==> src/rtl/core/rational_arithmetic_unit_assert.svh <==
// Assertion macros for the rational arithmetic unit
`ifndef RATIONAL_ARITHMETIC_UNIT_ASSERT_SVH
`define RATIONAL_ARITHMETIC_UNIT_ASSERT_SVH

`define RAU_ASSERT_IMPL(label, clk, rst, ante, cons) \
   label: assert property (@(posedge clk) disable iff (rst) (ante) |-> (cons)) \
      else $error("assertion failed");

`define RAU_ASSERT_NEXT(label, clk, rst, ante, cons) \
   label: assert property (@(posedge clk) disable iff (rst) (ante) |=> (cons)) \
      else $error("assertion failed");

`endif

==> src/rtl/core/rau_div.sv <==
// Restoring divider, 64-bit quotient, one bit per cycle
module rau_div (
   input  logic        clock,
   input  logic        reset,
   input  logic        start,
   input  logic [63:0] dividend,
   input  logic [63:0] divisor,
   output logic        done,
   output logic [63:0] quotient
);
   logic [63:0] q_ff, q_in, r_ff, r_in, d_ff, d_in;
   logic [6:0]  cnt_ff, cnt_in;
   logic        busy_ff, busy_in;
   logic [64:0] trial;

   always_comb begin
      q_in = q_ff;
      r_in = r_ff;
      d_in = d_ff;
      cnt_in = cnt_ff;
      busy_in = busy_ff;
      trial = {r_ff, q_ff[63]} - {1'b0, d_ff};
      if (start) begin
         q_in = dividend;
         r_in = '0;
         d_in = divisor;
         cnt_in = 7'd64;
         busy_in = 1'b1;
      end else if (busy_ff) begin
         if (cnt_ff == 7'd0) begin
            busy_in = 1'b0;
         end else begin
            if (!trial[64]) begin
               r_in = trial[63:0];
               q_in = {q_ff[62:0], 1'b1};
            end else begin
               r_in = {r_ff[62:0], q_ff[63]};
               q_in = {q_ff[62:0], 1'b0};
            end
            cnt_in = cnt_ff - 7'd1;
         end
      end
   end

   always_ff @(posedge clock) begin
      if (reset) begin
         busy_ff <= 1'b0;
      end else begin
         busy_ff <= busy_in;
      end
      q_ff <= q_in;
      r_ff <= r_in;
      d_ff <= d_in;
      cnt_ff <= cnt_in;
   end

   assign done = busy_ff && cnt_ff == 7'd0 && !start;
   assign quotient = q_ff;
endmodule

==> config.mk <==
export PLATFORM = sky130hd
export DESIGN_NAME = rau_div
export DESIGN_NICKNAME = d
export VERILOG_FILES = /design/src/rtl/core/rational_arithmetic_unit_assert.svh /design/src/rtl/core/rau_div.sv
export SDC_FILE = /design/constraint.sdc
export NUM_CORES = 1
export LEC_CHECK = 0
export ABC_AREA = 1
export BUFFER_PORTS_ARGS = -buffer_cell sky130_fd_sc_hd__buf_2
export CAP_MARGIN = 5
export CORE_ASPECT_RATIO = 1.25
export CORE_MARGIN = 1.5
export CORE_UTILIZATION = 58
export DETAILED_ROUTE_END_ITERATION = 8
export PLACE_DENSITY = 0.89
export SYNTH_ARGS = -nofsm -noshare
export SYNTH_HDL_FRONTEND = slang
export SYNTH_SLANG_ARGS = --single-unit
==> constraint.sdc <==
create_clock -name clock -period 3.5 [get_ports clock]
set_input_delay 0.7 -clock clock [delete_from_list [all_inputs] [get_ports clock]]
set_output_delay 0.7 -clock clock [all_outputs]
set_load 0.01 [all_outputs]
Word level (Yosys, flattened, before mapping)
Index checks and enable logic that the tools add are counted.
{"block": "totals", "inputBits": 131, "reg_bits": 200}
{"block": "classes", "bitwise": 1, "add_sub_neg": 2, "mux": 8, "n_eq_ne": 1, "reduce_logical": 7}
{"operator": "2-to-1 mux 64 bit", "count": 4}
{"operator": "subtractor 65 x 64 -> 65 bit", "count": 1}
{"operator": "logical NOT 7 bit", "count": 1}
{"operator": "subtractor 7 x 1 -> 7 bit (second input constant)", "count": 1}
{"operator": "2-to-1 mux 1 bit", "count": 4}
{"operator": "AND reduction 2 bit", "count": 2}
{"operator": "logical AND 1 bit", "count": 2}
{"operator": "inequality test 2 bit (second input constant)", "count": 1}
{"operator": "nonzero test 2 bit", "count": 1}
{"operator": "logical NOT 1 bit", "count": 1}
{"operator": "NOT 1 bit", "count": 1}

Depth between registers and ports, before layout
{"block": "depth", "ltp_word": 5, "mapped_depth": 21}

Least setup slack after synthesis
OpenSTA, ideal clock, no wires.
{"block": "synth_timing", "path_type": "input port to flip-flop", "start": "in start", "end": "reg q_ff[0], in the netlist quotient[0] (enable)", "cell_stages": 4, "slack_ns": 0.582, "path_buffers": 2, "required_ns": 3.081, "setup_time_ns": 0.419, "arrival_time_ns": 2.500, "path_cell_list": "clkbuf_1 -> nor2_1 -> clkbuf_1 -> inv_1"}
{"block": "synth_between", "elab_chain_cells": 2}
{"item": "from (decl)", "line_no": "rau_div.sv:5", "source": "input logic start,"}
{"item": "inequality test 2 bit (no line) / nonzero test 2 bit (equally long branches)"}
{"item": "AND reduction 2 bit (no line) (*)"}
{"item": "to (signal assigned)", "line_no": "rau_div.sv:51", "source": "q_ff <= q_in;"}
{"item": "to (decl)", "line_no": "rau_div.sv:11", "source": "logic [63:0] q_ff, q_in, r_ff, r_in, d_ff, d_in;"}
Mark *: on every way between the ends. The rest lies on a longest branch, timed or not.
A chain may end at the register's enable or synchronous reset.

Final worst setup path
{"block": "layout_timing", "start": "reg q_ff[63], in the netlist quotient[63]", "end": "reg r_ff[7]"}
{"block": "layout_between", "elab_chain_cells": 2}
{"item": "subtractor 65 x 64 -> 65 bit", "line_no": "rau_div.sv:22", "source": "trial = {r_ff, q_ff[63]} - {1'b0, d_ff};"}
{"item": "2-to-1 mux 64 bit", "line_no": "rau_div.sv:33", "source": "if (!trial[64]) begin"}
{"item": "to (signal assigned)", "line_no": "rau_div.sv:52", "source": "r_ff <= r_in;"}
{"item": "to (decl)", "line_no": "rau_div.sv:11"}
No other way between the ends.

==> summary.txt <==
CTS Hold Bufs: 0
Post-DRT Antenna Nets: 0
share of Yosys cell area claimed by the top area cell type: 0.2605
maximum VDD drop: 0.0002835 V
CTS buffer count: 17
Gate power share: 0.153
first-pass GRT wire length: 68830 um
Max Fclk: 0.3338 GHz
synth-to-layout area growth: 12.23%
vias in the first global route: 13830
Diodes inserted: 0
synth unique cells: 35
Mapped Avg Cell Area: 6.438 um2
max-slew violations: 0
Crit-path slowest cell: fa_1
Net count, final: 2703
Final min period: 2.996 ns
Sequential Power Share: 0.495
vias: 14110
crit-path max FO: 34
CTS H-Tree Depth: 4
CTS tree: built
initial antenna violation count: 0
GP Congestion: 0.9937
DIE WIDTH: 146.7 um
max-cap viol count: 0
EDFF count, synth: 128
cells after synthesis: 2325
Yosys reg bits: 200
status: finished clean
Switching Fraction: 0.2989
CP startpoint kind: register
clk buf depth: 2
Post-Route WL: 43240 um
GR Util All Layers: 0.3283
fin crit share: 0.8560
measured slew at the worst slew-check pin: 1.067 ns
Synth area leader: nand2_1
Most common cell on crit path: nand2_2
ratio of cells with drive above 1 in the final layout: 0.1382
Rel. slew slack: 0.2889
setup bufs post-CTS: 0
LEAKAGE: 0.009799 uW
CP Capture Type: register
critical path, cell by cell: inv_1, ha_1, fa_1, inv_1, nand2_1, nand2_1, nand3_1, nand2_2, nand2_2, nand2_2, nand2_1, nand2_2, nand2_2, nand2_2, nand2_2, nand2_4, buf_12, nand2_1, nand3_1, nand2_1
largest net degree at the start of global routing: 78
Yosys Warn Count: 0
Seq/Total Area, Yosys: 0.3531
Post-Layout Cell Count: 2853
Sw Pwr: 1691 uW
Clk pwr share: 0.351
most area-consuming cells after synthesis: nand2_1 26%, edfxtp_1 26%, inv_1 13%
Worst R2R Setup Slack: 0.50 ns
root buf cell: clkbuf_16
final hold viol count: 0
DRC violation count after routing: 0
Worst EP arrival: 3.34 ns
dpl hpwl: 34830 um
detailed-route vias per instance: 4.945
Synthesized Nets: 2523
Worst-Skew Late Latency: 0.45 ns
Setup CP Type: register to register
Min-Delay Path Class: input port to register
IO buf count: 195
post-DR wirelength/cell: 15.16 um
Setup TNS: 0 ns
die height: 182.6 um
synthesized cell area: 14970 um2
RSZ-0062 raised after global routing: no
post-CTS sizing: 0
initial DRC count: 952
Cell Pwr Density: 336.6 nW/um2
most numerous cell in the Yosys netlist: nand2_1
# IOs: 196
clock sinks: 200
Synth top cells by count: 1039 x nand2_1, 530 x inv_1, 128 x edfxtp_1, 110 x nor2_1, 95 x nand3_1
Initial Util: 0.5918
FP Rows: 65
remaining global-route overflow: 0
# fillers: 2226
P_int: 3965 uW
largest stage delay on the critical path: 0.43 ns
clk_skew: 0.01123 ns
Placeable Area: 25290 um2
die area: 26790 um2
Pre-antenna DRT Iters: 5
CP Data Required Time: 3.85 ns
Final setup viols: 0
Post-Place Cells: 2821
Clock Pin Slew Worst Setup and Hold Paths: 0.08 ns
post-synthesis async set-or-reset flop share: 0
Total Power: 5655 uW
ys flop type: edfxtp_1
## worst max-delay path, delay by kind of cell (launching register included)
kind	cells	cell delay, ns
buffers and inverters	3	0.42
flip-flops	1	0.34
AND/OR/NAND/NOR	15	1.44
adder cells (fa/ha/maj)	2	0.66
## final timing paths
path | from | endpoint | cells past startpoint
worst min register to register | r_ff[13] | r_ff[13] | 2
worst max register to register | quotient[63] | r_ff[7] | 20
worst min-delay path | reset | busy_ff | 2
worst max-delay path | quotient[63] | r_ff[7] | 20
## layout make-up
class	count	area (um2)	area share
clock buffers	18	429.2	0.02555
clock inverters	14	152.6	0.009086
inverters	536	2012	0.1198
multi-input cells	1546	7418	0.4416
flip-flops and latches	200	5285	0.3146
well taps	335	419.2	0.02495
repair buffers	204	1084	0.06450
## state kept, by name (all words and copies together) (netlist names)
| register | flops |
|---|---|
| cnt_ff | 7 |
| r_ff | 64 |
| d_ff | 64 |
| busy_ff | 1 |
| quotient | 64 |
## routing by layer
layer | global-route usage | wire, um
met1 | 0.3844 | 17650
met2 | 0.6026 | 21760
met3 | 0.04725 | 2348
met4 | 0.1244 | 1489
met5 | 0 | 0
## per-stage QoR
stage / setup WS, ns / utilization / hold WS (ns) / instance area [um2]
5_1_grt: 0.3197 / 0.6642 / 0.3980 / 16800
3_5_place_dp: 0.5381 / 0.6412 / 0.4647 / 16220
2_1_floorplan: 0.5819 / - / 0.4435 / 14970
3_3_place_gp: 0.6726 / 0.6412 / 0.4545 / 16220
4_1_cts: 0.5134 / 0.6642 / 0.3912 / 16800
6_report: 0.5041 / 0.6642 / 0.4012 / 16800
## power by group through the flow
stage               logic [uW]  registers [uW]  clock network, uW
floorplan                  490            2870                  0
global placement           827            2850                  0
detailed placement         859            2850                  0
CTS                        865            2800               2000
global route               967            2820               2090
finish                     868            2800               1990
## placed cells by master (no fill, tap or decap), types with 2 or more instances in the layout
cell type	instances
inv_6	5
nor3_1	13
nand2_2	26
o21ai_0	13
a21oi_2	2
edfxtp_1	128
nand2_1	1039
nor2_4	4
inv_1	528
inv_8	2
buf_12	3
xor2_1	30
clkinv_8	3
nand4_1	9
clkbuf_16	17
dfxtp_1	72
nor2_2	8
nand2_4	31
nand3_2	30
inv_2	8
ha_1	66
or2_2	2
a21oi_1	47
nand3_1	95
nor2_1	109
nor4_1	3
buf_2	194
nand3b_1	8
buf_4	7
o21bai_1	3
## logic make-up after synthesis
kind of cell / Yosys count / synth area share
AO/OA/AOI/OAI: 67 / 0.02357
flip-flops: 200 / 0.3531
adder cells (fa/ha/maj): 67 / 0.05650
XOR/XNOR: 31 / 0.01814
buffers and inverters: 579 / 0.1525
AND/OR/NAND/NOR: 1381 / 0.3962
Note: power is estimated with default switching activity, not from simulation.
