$ cat config.mk
export PLATFORM = sky130hd
export DESIGN_NAME = rau_gcd
export DESIGN_NICKNAME = d
export VERILOG_FILES = /design/src/rtl/core/rational_arithmetic_unit_assert.svh /design/src/rtl/core/rau_gcd.sv
export SDC_FILE = /design/constraint.sdc
export NUM_CORES = 1
export LEC_CHECK = 0
export ABC_AREA = 1
export BUFFER_PORTS_ARGS = -buffer_cell sky130_fd_sc_hd__buf_2
export CORE_MARGIN = 2
export CORE_UTILIZATION = 30
export CTS_CLUSTER_DIAMETER = 150
export DETAILED_ROUTE_END_ITERATION = 7
export PLACE_DENSITY_LB_ADDON = 0.1
export SYNTH_ARGS = -nofsm -noshare
export SYNTH_HDL_FRONTEND = slang
export SYNTH_SLANG_ARGS = --single-unit
$ cat constraint.sdc
create_clock -name clock -period 6.4 [get_ports clock]
set_clock_uncertainty 0.05 [all_clocks]
set_input_delay 0.96 -clock clock [delete_from_list [all_inputs] [get_ports clock]]
set_output_delay 0.96 -clock clock [all_outputs]
set_load 0.01 [all_outputs]
$ cat src/rtl/core/rational_arithmetic_unit_assert.svh
// Assertion macros for the rational arithmetic unit
`ifndef RATIONAL_ARITHMETIC_UNIT_ASSERT_SVH
`define RATIONAL_ARITHMETIC_UNIT_ASSERT_SVH

`define RAU_ASSERT_IMPL(label, clk, rst, ante, cons) \
   label: assert property (@(posedge clk) disable iff (rst) (ante) |-> (cons)) \
      else $error("assertion failed");

`define RAU_ASSERT_NEXT(label, clk, rst, ante, cons) \
   label: assert property (@(posedge clk) disable iff (rst) (ante) |=> (cons)) \
      else $error("assertion failed");

`endif

$ cat src/rtl/core/rau_gcd.sv
// Binary gcd of two 64-bit magnitudes, one step per cycle
module rau_gcd (
   input  logic        clock,
   input  logic        reset,
   input  logic        start,
   input  logic [63:0] a_in,
   input  logic [63:0] b_in,
   output logic        done,
   output logic [63:0] gcd
);
   logic [63:0] a_ff, a_in_n, b_ff, b_in_n;
   logic [6:0]  k_ff, k_in;
   logic        busy_ff, busy_in;
   logic [63:0] diff;

   always_comb begin
      a_in_n = a_ff;
      b_in_n = b_ff;
      k_in = k_ff;
      busy_in = busy_ff;
      diff = (a_ff > b_ff) ? a_ff - b_ff : b_ff - a_ff;
      if (start) begin
         a_in_n = a_in;
         b_in_n = b_in;
         k_in = '0;
         busy_in = 1'b1;
      end else if (busy_ff) begin
         if (a_ff == 64'd0 || b_ff == 64'd0 || a_ff == b_ff) begin
            busy_in = 1'b0;
         end else if (!a_ff[0] && !b_ff[0]) begin
            a_in_n = a_ff >> 1;
            b_in_n = b_ff >> 1;
            k_in = k_ff + 7'd1;
         end else if (!a_ff[0]) begin
            a_in_n = a_ff >> 1;
         end else if (!b_ff[0]) begin
            b_in_n = b_ff >> 1;
         end else if (a_ff > b_ff) begin
            a_in_n = diff >> 1;
         end else begin
            b_in_n = diff >> 1;
         end
      end
   end

   always_ff @(posedge clock) begin
      if (reset) begin
         busy_ff <= 1'b0;
      end else begin
         busy_ff <= busy_in;
      end
      a_ff <= a_in_n;
      b_ff <= b_in_n;
      k_ff <= k_in;
   end

   assign done = busy_ff && (a_ff == 64'd0 || b_ff == 64'd0 || a_ff == b_ff) && !start;
   assign gcd = ((a_ff == 64'd0) ? b_ff : a_ff) << k_ff[5:0];
endmodule

* After elaboration in Yosys (flattened, before gate mapping)
Cells that the tools add are included. Widths: inputs -> output; s select.
Operators by class: add/sub/neg operators 3, $lt $le $gt $ge 1, equality and inequality tests 5, shift operators 1, multiplexer cells 19, bitwise logic cells 1, reductions and logical operators 17
Operator list (count):
- $mux 64 | 16
- $logic_not 64->1 | 2
- $sub 64x64->64 | 2
- $eq 64x64->1 | 1
- $gt 64x64->1 | 1
- $shl 64x6->64 | 1
- $ne 4x2->1 const B | 2
- $reduce_and 4->1 | 2
- $add 7x1->7 const B | 1
- $reduce_and 3->1 | 2
- $ne 4x3->1 const B | 1
- $logic_and 1x1->1 | 3
- $logic_not 1->1 | 3
- $mux 1 | 3
- $reduce_bool 3->1 | 1
- $logic_or 1x1->1 | 2
- $ne 2x2->1 const B | 1
- $reduce_and 2->1 | 1
- $reduce_bool 2->1 | 1
- $not 1->1 | 1
Word-level totals: bits in registers 136, output and inout bits 65, word-level logic and storage cells 53

* Longest topological paths before layout
Gate-level depths: netlist (run 1).
depth in word-level cells 9, depth in mapped cells 20

* Least setup slack after synthesis (run 1)
OpenSTA, ideal clock, no wires.
kind reg2reg, from register a_ff[0], to register a_ff[10], enable pin, setup time 486 ps, arrival 4897 ps, data required time 5864 ps, setup slack 967 ps, cell stages (with the launch flop) 15, buffers on the path 0, path through edfxtp_1 -> inv_2 -> ha_1 -> fa_1 -> o21ai_2 -> a21oi_2 -> o21ai_2 -> nand3_2 -> nand2_2 -> nand2_1 -> nand2_2 -> nand2_4 -> a21oi_1 -> nor2_1 -> nor2_1
Between the ends: cells in the longest elaborated chain, start to end 5, elaborated cells on any way between the ends 11
Ends and longest elaborated chain:
- start: declaration | RTL line rau_gcd.sv:11 | logic [63:0] a_ff, a_in_n, b_ff, b_in_n;
- start signal: assignment | RTL line rau_gcd.sv:52 | a_ff <= a_in_n;
- branches (longest 4 deep; another with $gt 64x64->1)
- $reduce_and 4->1 (no line) *
Mark *: on every way between the ends. A chain may end at the register's enable or synchronous reset.

* Worst setup path after layout (run 1)
from register a_ff[55], to output port gcd[53]
Between the ends: cells in the longest elaborated chain, start to end 3
Ends and longest elaborated chain:
- $logic_not 64->1 | RTL line rau_gcd.sv:58 | assign gcd = ((a_ff == 64'd0) ? b_ff : a_ff) << k_ff[5:0];
- $mux 64 * | RTL line rau_gcd.sv:58
- $shl 64x6->64 * | RTL line rau_gcd.sv:58
- end: declaration | RTL line rau_gcd.sv:9 | output logic [63:0] gcd
Mark *: on every way between the ends. The rest lies on a longest branch, timed or not.

==> results_dict.tcl, run 1 <==
set metrics [dict create \
    status "finished clean" \
    async_reset_ff_frac 0 \
    htreeDepth 4 \
    required_ps 5390 \
    cts_setup_buffers 0 \
    fillers 7882 \
    post-dp-hpwl_mm 93.8 \
    ys_top_cells_by_count "nand3_1, nand2_1, a21oi_1, nor2_1, inv_1" \
    drc 0 \
    grt_pass1_vias 23100 \
    tritoncts "yes" \
    syn_nets 3692 \
    area_delta_synth_final_pct 10.1 \
    grt_antenna_before_repair 0 \
    root_buffer "clkbuf_16" \
    viasPerCell 5.65 \
    nNetsFinal 3747 \
    yosysTopAreaCell "edfxtp_1" \
    detail-route-antenna-nets 0 \
    drive_above_1_share 0.101 \
    whs_ps 618 \
    hold_class "reg2reg" \
    combPwrFrac 0.676 \
    insertion_delay_ps 500 \
    power_density_nw_per_um2 345 \
    worst_r2r_path_depth 15 \
    slew_headroom 0.152 \
    fmax_mhz 183 \
    die_w_um 266 \
    grt_max_degree 68 \
    p_switching_w 0.00461 \
    ys_types 50 \
    path_max_fanout 34 \
    p_clk_frac 0.132 \
    period_share 0.852 \
    hold_viol_final 0 \
    start_util 0.302 \
    critPathKind "reg2out" \
    worstHoldPathCells 2 \
    avgSynthCellArea_um2 6.01 \
    vias 24700 \
    worstMarginPinSlew_ps 1260 \
    p_int_w 0.00321 \
    fin_ws_ps 944 \
    port_buffers 195 \
    critPathCaptureType "primary output" \
    start_kind "flip-flop" \
    post-route-min-period_ps 5460 \
    totalPowerFinal_w 0.00782 \
    ctsResizeCount 0 \
    wl_mm 112 \
    wire_per_inst_um 25.6 \
    pre_cts_slack_ps 1470 \
    synth_area_leaders "edfxtp_1, nand3_1, a21oi_1, nand2_1, ha_1" \
    swShare 0.589 \
    grt_pass1_wl_mm 160 \
    overflow 0 \
    netlist_area_um2 20600 \
    synth_top_area_share 0.186 \
    synth.most_common_cell "nand3_1" \
    fin_setup_tns_ps 0 \
    power.leakage_nw 10.1 \
    rsz0062_at_grt "no" \
    coreArea_um2 68300 \
    numClockSinks 135 \
    gp_congestion 1.05 \
    p_seq_frac 0.192 \
    max-clock-path-buffers 2 \
    grt.total_usage 0.311 \
    num_rows 96 \
    cts_hold_buf 0 \
    syn-instance-count 3429 \
    drv_slew 0 \
    setup_violations 0 \
    ys_ff_latch 135 \
    synth_flop_cell "edfxtp_1" \
    dr.pass1.iters 6 \
    die_area_um2 70900 \
    drt_iter0_markers 3186 \
    peakVddDrop_uv 199 \
    ys_warn_count 0 \
    cts_buffers 17 \
    ioPinCount 196 \
    ys_seq_area_frac 0.193 \
    synth_edf_count 128 \
    clk_pin_slew_ps 70 \
    cap_violations 0 \
    die_h_um 266 \
    worstPathArrival_ps 4450 \
]
[routing by layer]
layer  wire length, um  part of all wire  GRT usage  vias to the layer above
met1             51100              0.46      0.450                    11800
met3             10700             0.095     0.0646                      110
li1                  -                 -          -                    11700
met5                 0                 0          0                        -
met4              2960             0.026     0.0853                        0
met2             47400              0.42      0.462                     1122
[per-stage QoR]
stage                     std cells  utilization  cell area [um2]
after detailed placement       4347        0.324            22100
final                          4380        0.332            22700
after global routing           4379        0.332            22700
after floorplan                3429            -            20600
after CTS                      4379        0.332            22700
after global placement         4347        0.324            22100
[flip-flops by register name (all words and copies together), names as in the netlist]
register / count
a_ff: 64
b_ff: 64
busy_ff: 1
k_ff: 6
[path summary, 6_finish.rpt]
kind / to / start / slack (ps)
worst min register to register: a_ff[0]$_DFFE_PP_ / busy_ff$_SDFF_PP0_ / 620
worst min-delay path: a_ff[0]$_DFFE_PP_ / busy_ff$_SDFF_PP0_ / 620
worst max-delay path: gcd[53] / a_ff[55]$_DFFE_PP_ / 940
worst max register to register: b_ff[22]$_DFFE_PP_ / a_ff[57]$_DFFE_PP_ / 1540
[cell usage in the layout, fill, tap and decap left out, drive strengths merged, types with 8 or more instances in the layout]
| cell type | count |
|---|---|
| nor2 | 393 |
| o211ai | 19 |
| nand2 | 530 |
| buf | 221 |
| xor2 | 76 |
| clkbuf | 17 |
| o21a | 10 |
| o21bai | 15 |
| xnor2 | 29 |
| ha | 130 |
| nand3 | 741 |
| nand4 | 30 |
| edfxtp | 128 |
| o31ai | 8 |
| a21o | 19 |
| nor3 | 53 |
| a21oi | 434 |
| o21ai | 187 |
| nor4 | 9 |
| inv | 404 |
[worst max-delay path: stages, from the launching register on]
cell and delay, ps:
edfxtp_1 480, nor2_1 720, nand2_1 130, nor2_1 150, nand2_1 100, nor2_4 610
buf_4 450, nand3_1 160, nand3_1 150, nand3_1 140, nand3_1 150, nand3_1 150
nand2_1 120, nand2_1 50, nand2_1 80, nand2_1 50, nand2_1 110, buf_2 140
[power by group through the flow]
stage	clock, W	sequential [W]	combinational [W]
floorplan	0	0.00134	0.00323
global placement	0	0.00150	0.00517
detailed placement	0	0.00150	0.00512
CTS	0.00106	0.00148	0.00515
global route	0.00108	0.00151	0.00567
finish	0.00103	0.00150	0.00529
[area by class of cell]
cell class	instances	area, um2	share of cell area
clock buffer	17	425	0.0187
tap	882	1100	0.0486
antenna	1	2.50	0.000110
clock inverter	15	141	0.00623
timing repair buffer	221	1190	0.0523
inverter	398	1500	0.0660
sequential	135	3990	0.176
multi-input combinational	2711	14300	0.632
[cell families after synthesis]
logic type               after synthesis  share of synthesized area
adder cells (fa/ha/maj)              132                     0.0808
XOR/XNOR                             105                     0.0446
AO/OA/AOI/OAI                        705                      0.184
buffers and inverters                583                      0.113
flip-flops                           135                      0.193
AND/OR/NAND/NOR                     1769                      0.385
(Power assumes the default switching activity.)
==> run 2, diff against run 1 <==
Settings changed: ABC_AREA 1 to unset.
==> run 2 against run 1 <==
Critical path depth fell by 6. Area after synthesis fell by 10%. Non-clock buffer count rose by 27. Design area fell by 8.0%. Global-route usage fell by 2.0 points. First-iteration DRC count fell by 31%. Power fell by 10%. Highest routed layer unchanged.
==> results_dict.tcl, run 2 <==
set metrics [dict create \
    post-route-min-period_ps 6080 \
    synth_flop_cell "edfxtp_1" \
    wire_per_inst_um 28.5 \
    numClockSinks 135 \
    async_reset_ff_frac 0 \
    hold_end "busy_ff$_SDFF_PP0_" \
    synth_edf_count 128 \
    die_area_um2 63800 \
    vias 20200 \
    viasPerCell 6.09 \
    gp_congestion 0.975 \
    multi_input_area_um2 13200 \
    critPathKind "reg2out" \
    area_delta_synth_final_pct 12.6 \
    insertion_delay_ps 510 \
    hold_class "reg2reg" \
    root_buffer "clkbuf_16" \
    status "finished clean" \
    fmax_mhz 164 \
    clk_pin_slew_ps 70 \
    ys_seq_area_frac 0.215 \
    crit_top_cell "mux2i_1" \
    yosysTopAreaCell "edfxtp_1" \
    ys_types 80 \
    period_share 0.951 \
    critPathSlowestCell "nor4_1" \
    diodes 0 \
    drc 0 \
    layout_commonest_cell "a21oi_1" \
    tritoncts "yes" \
    cts_hold_buf 0 \
    synth.most_common_cell "a21oi_1" \
    fin_setup_tns_ps 0 \
    hold_viol_final 0 \
    ys_warn_count 0 \
    max-clock-path-buffers 2 \
    dr.pass1.iters 6 \
    totalPowerFinal_w 0.00701 \
    r2r_slack_ps 1190 \
    overflow 0 \
    fillers 6616 \
    drv_slew 0 \
    drive_above_1_share 0.133 \
    wl_mm 94.8 \
    cap_violations 0 \
    layout_common_cells "a21oi_1, nand2_1, inv_1, buf_2, nor2_1" \
    die_h_um 253 \
    syn_nets 2689 \
    min_from "busy_ff$_SDFF_PP0_" \
    register_area_um2 3980 \
    num_rows 91 \
    power_density_nw_per_um2 336 \
    htreeDepth 4 \
    rsz0062_at_grt "no" \
    worstPathArrival_ps 5070 \
    syn-instance-count 2426 \
    coreArea_um2 61400 \
    ctsResizeCount 0 \
    cp_slowest_stage_delay_ps 740 \
    synth_top_area_share 0.207 \
    cts_buffers 17 \
    grt_pass1_vias 19400 \
    ioPinCount 196 \
    grt_max_degree 84 \
    grt.total_usage 0.291 \
    slew_headroom 0.354 \
    reg2reg_from "a_ff[1]$_DFFE_PP_" \
    worst_r2r_path_depth 12 \
    critPathCaptureType "primary output" \
    cts_setup_buffers 0 \
    path_max_fanout 65 \
    reg2reg_to "b_ff[61]$_DFFE_PP_" \
    ys_top_cells_by_count "a21oi_1, nand2_1, inv_1, nor2_1, o21ai_0" \
    avgSynthCellArea_um2 7.65 \
    die_w_um 253 \
    post-dp-hpwl_mm 75.5 \
    grt_antenna_before_repair 0 \
    port_buffers 195 \
    setup_violations 0 \
    power.leakage_nw 9.27 \
    drt_iter0_markers 2209 \
    peakVddDrop_uv 212 \
    largest_registers "a_ff (64), b_ff (64), k_ff (6)" \
    detail-route-antenna-nets 0 \
    ys_ff_latch 135 \
    required_ps 5390 \
    start_util 0.302 \
    path_cells "nor4_1 > nand4_1 > nor4_4 > buf_4 > a21oi_1 > mux2i_1 > mux2i_1 > or3_1 > mux2_2 > a222oi_1 > buf_2" \
    worstMarginPinSlew_ps 966 \
    grt_pass1_wl_mm 137 \
    nNetsFinal 2782 \
    netlist_area_um2 18600 \
    worstHoldPathCells 2 \
    synth_area_leaders "edfxtp_1, ha_1, a21oi_1, mux2i_1, nand2_1" \
    start_kind "flip-flop" \
]
run 2: metrics by stage:
stage               cells  setup WS (ps)   util  instance area, um2  hold WS [ps]
floorplan            2426            163      -               18600           472
global placement     3290           1080  0.330               20300           606
detailed placement   3290            995  0.330               20300           609
CTS                  3322            409  0.340               20900           597
global route         3322           78.6  0.340               20900           650
finish               3322            316  0.340               20900           643
run 2: per-layer routing:
metal / share of wire / track usage / routed length, um
met4: 0.026 / 0.0759 / 2420
met5: 0 / 0 / 0
met2: 0.45 / 0.467 / 43000
met1: 0.45 / 0.406 / 42400
met3: 0.073 / 0.0449 / 6910
run 2: cells by family after synthesis:
kind of cell / Yosys count / synth area share
buffers and inverters: 374 / 0.0786
flip-flops: 135 / 0.215
AND/OR/NAND/NOR: 595 / 0.146
adder cells (fa/ha/maj): 132 / 0.0898
AO/OA/AOI/OAI: 923 / 0.328
XOR/XNOR: 124 / 0.0585
multiplexers: 143 / 0.0845
run 2: layout make-up:
type	instances	area share
clock buffers	17	0.0204
flip-flops and latches	135	0.191
well taps	790	0.0473
clock inverters	15	0.00958
inverters	200	0.0359
multi-input cells	1917	0.630
repair buffers	248	0.0661
run 2: worst max-delay path by stage:
stage	from	to	slack (ps)
5_1_grt	a_ff[3]$_DFFE_PP_	gcd[51]	80
6_report	a_ff[3]$_DFFE_PP_	gcd[51]	320
2_1_floorplan	a_ff[0]$_DFFE_PP_	a_ff[10]$_DFFE_PP_	160
3_3_place_gp	a_ff[3]$_DFFE_PP_	gcd[51]	1080
4_1_cts	a_ff[3]$_DFFE_PP_	gcd[51]	410
3_5_place_dp	a_ff[3]$_DFFE_PP_	gcd[51]	1000
run 2: power by group:
group	leakage [nW]	switching, W	internal, W
combinational	7.62	0.00284	0.00149
sequential	1.34	0.000351	0.00118
clock	0.305	0.000492	0.000654
run 2: critical path, delay by kind of cell, from the launching register on:
| family | cells | cell delay [ps] |
|---|---|---|
| simple gates | 4 | 1700 |
| mux | 3 | 790 |
| buf+inv | 2 | 820 |
| compound gates | 2 | 800 |
| flops | 1 | 460 |
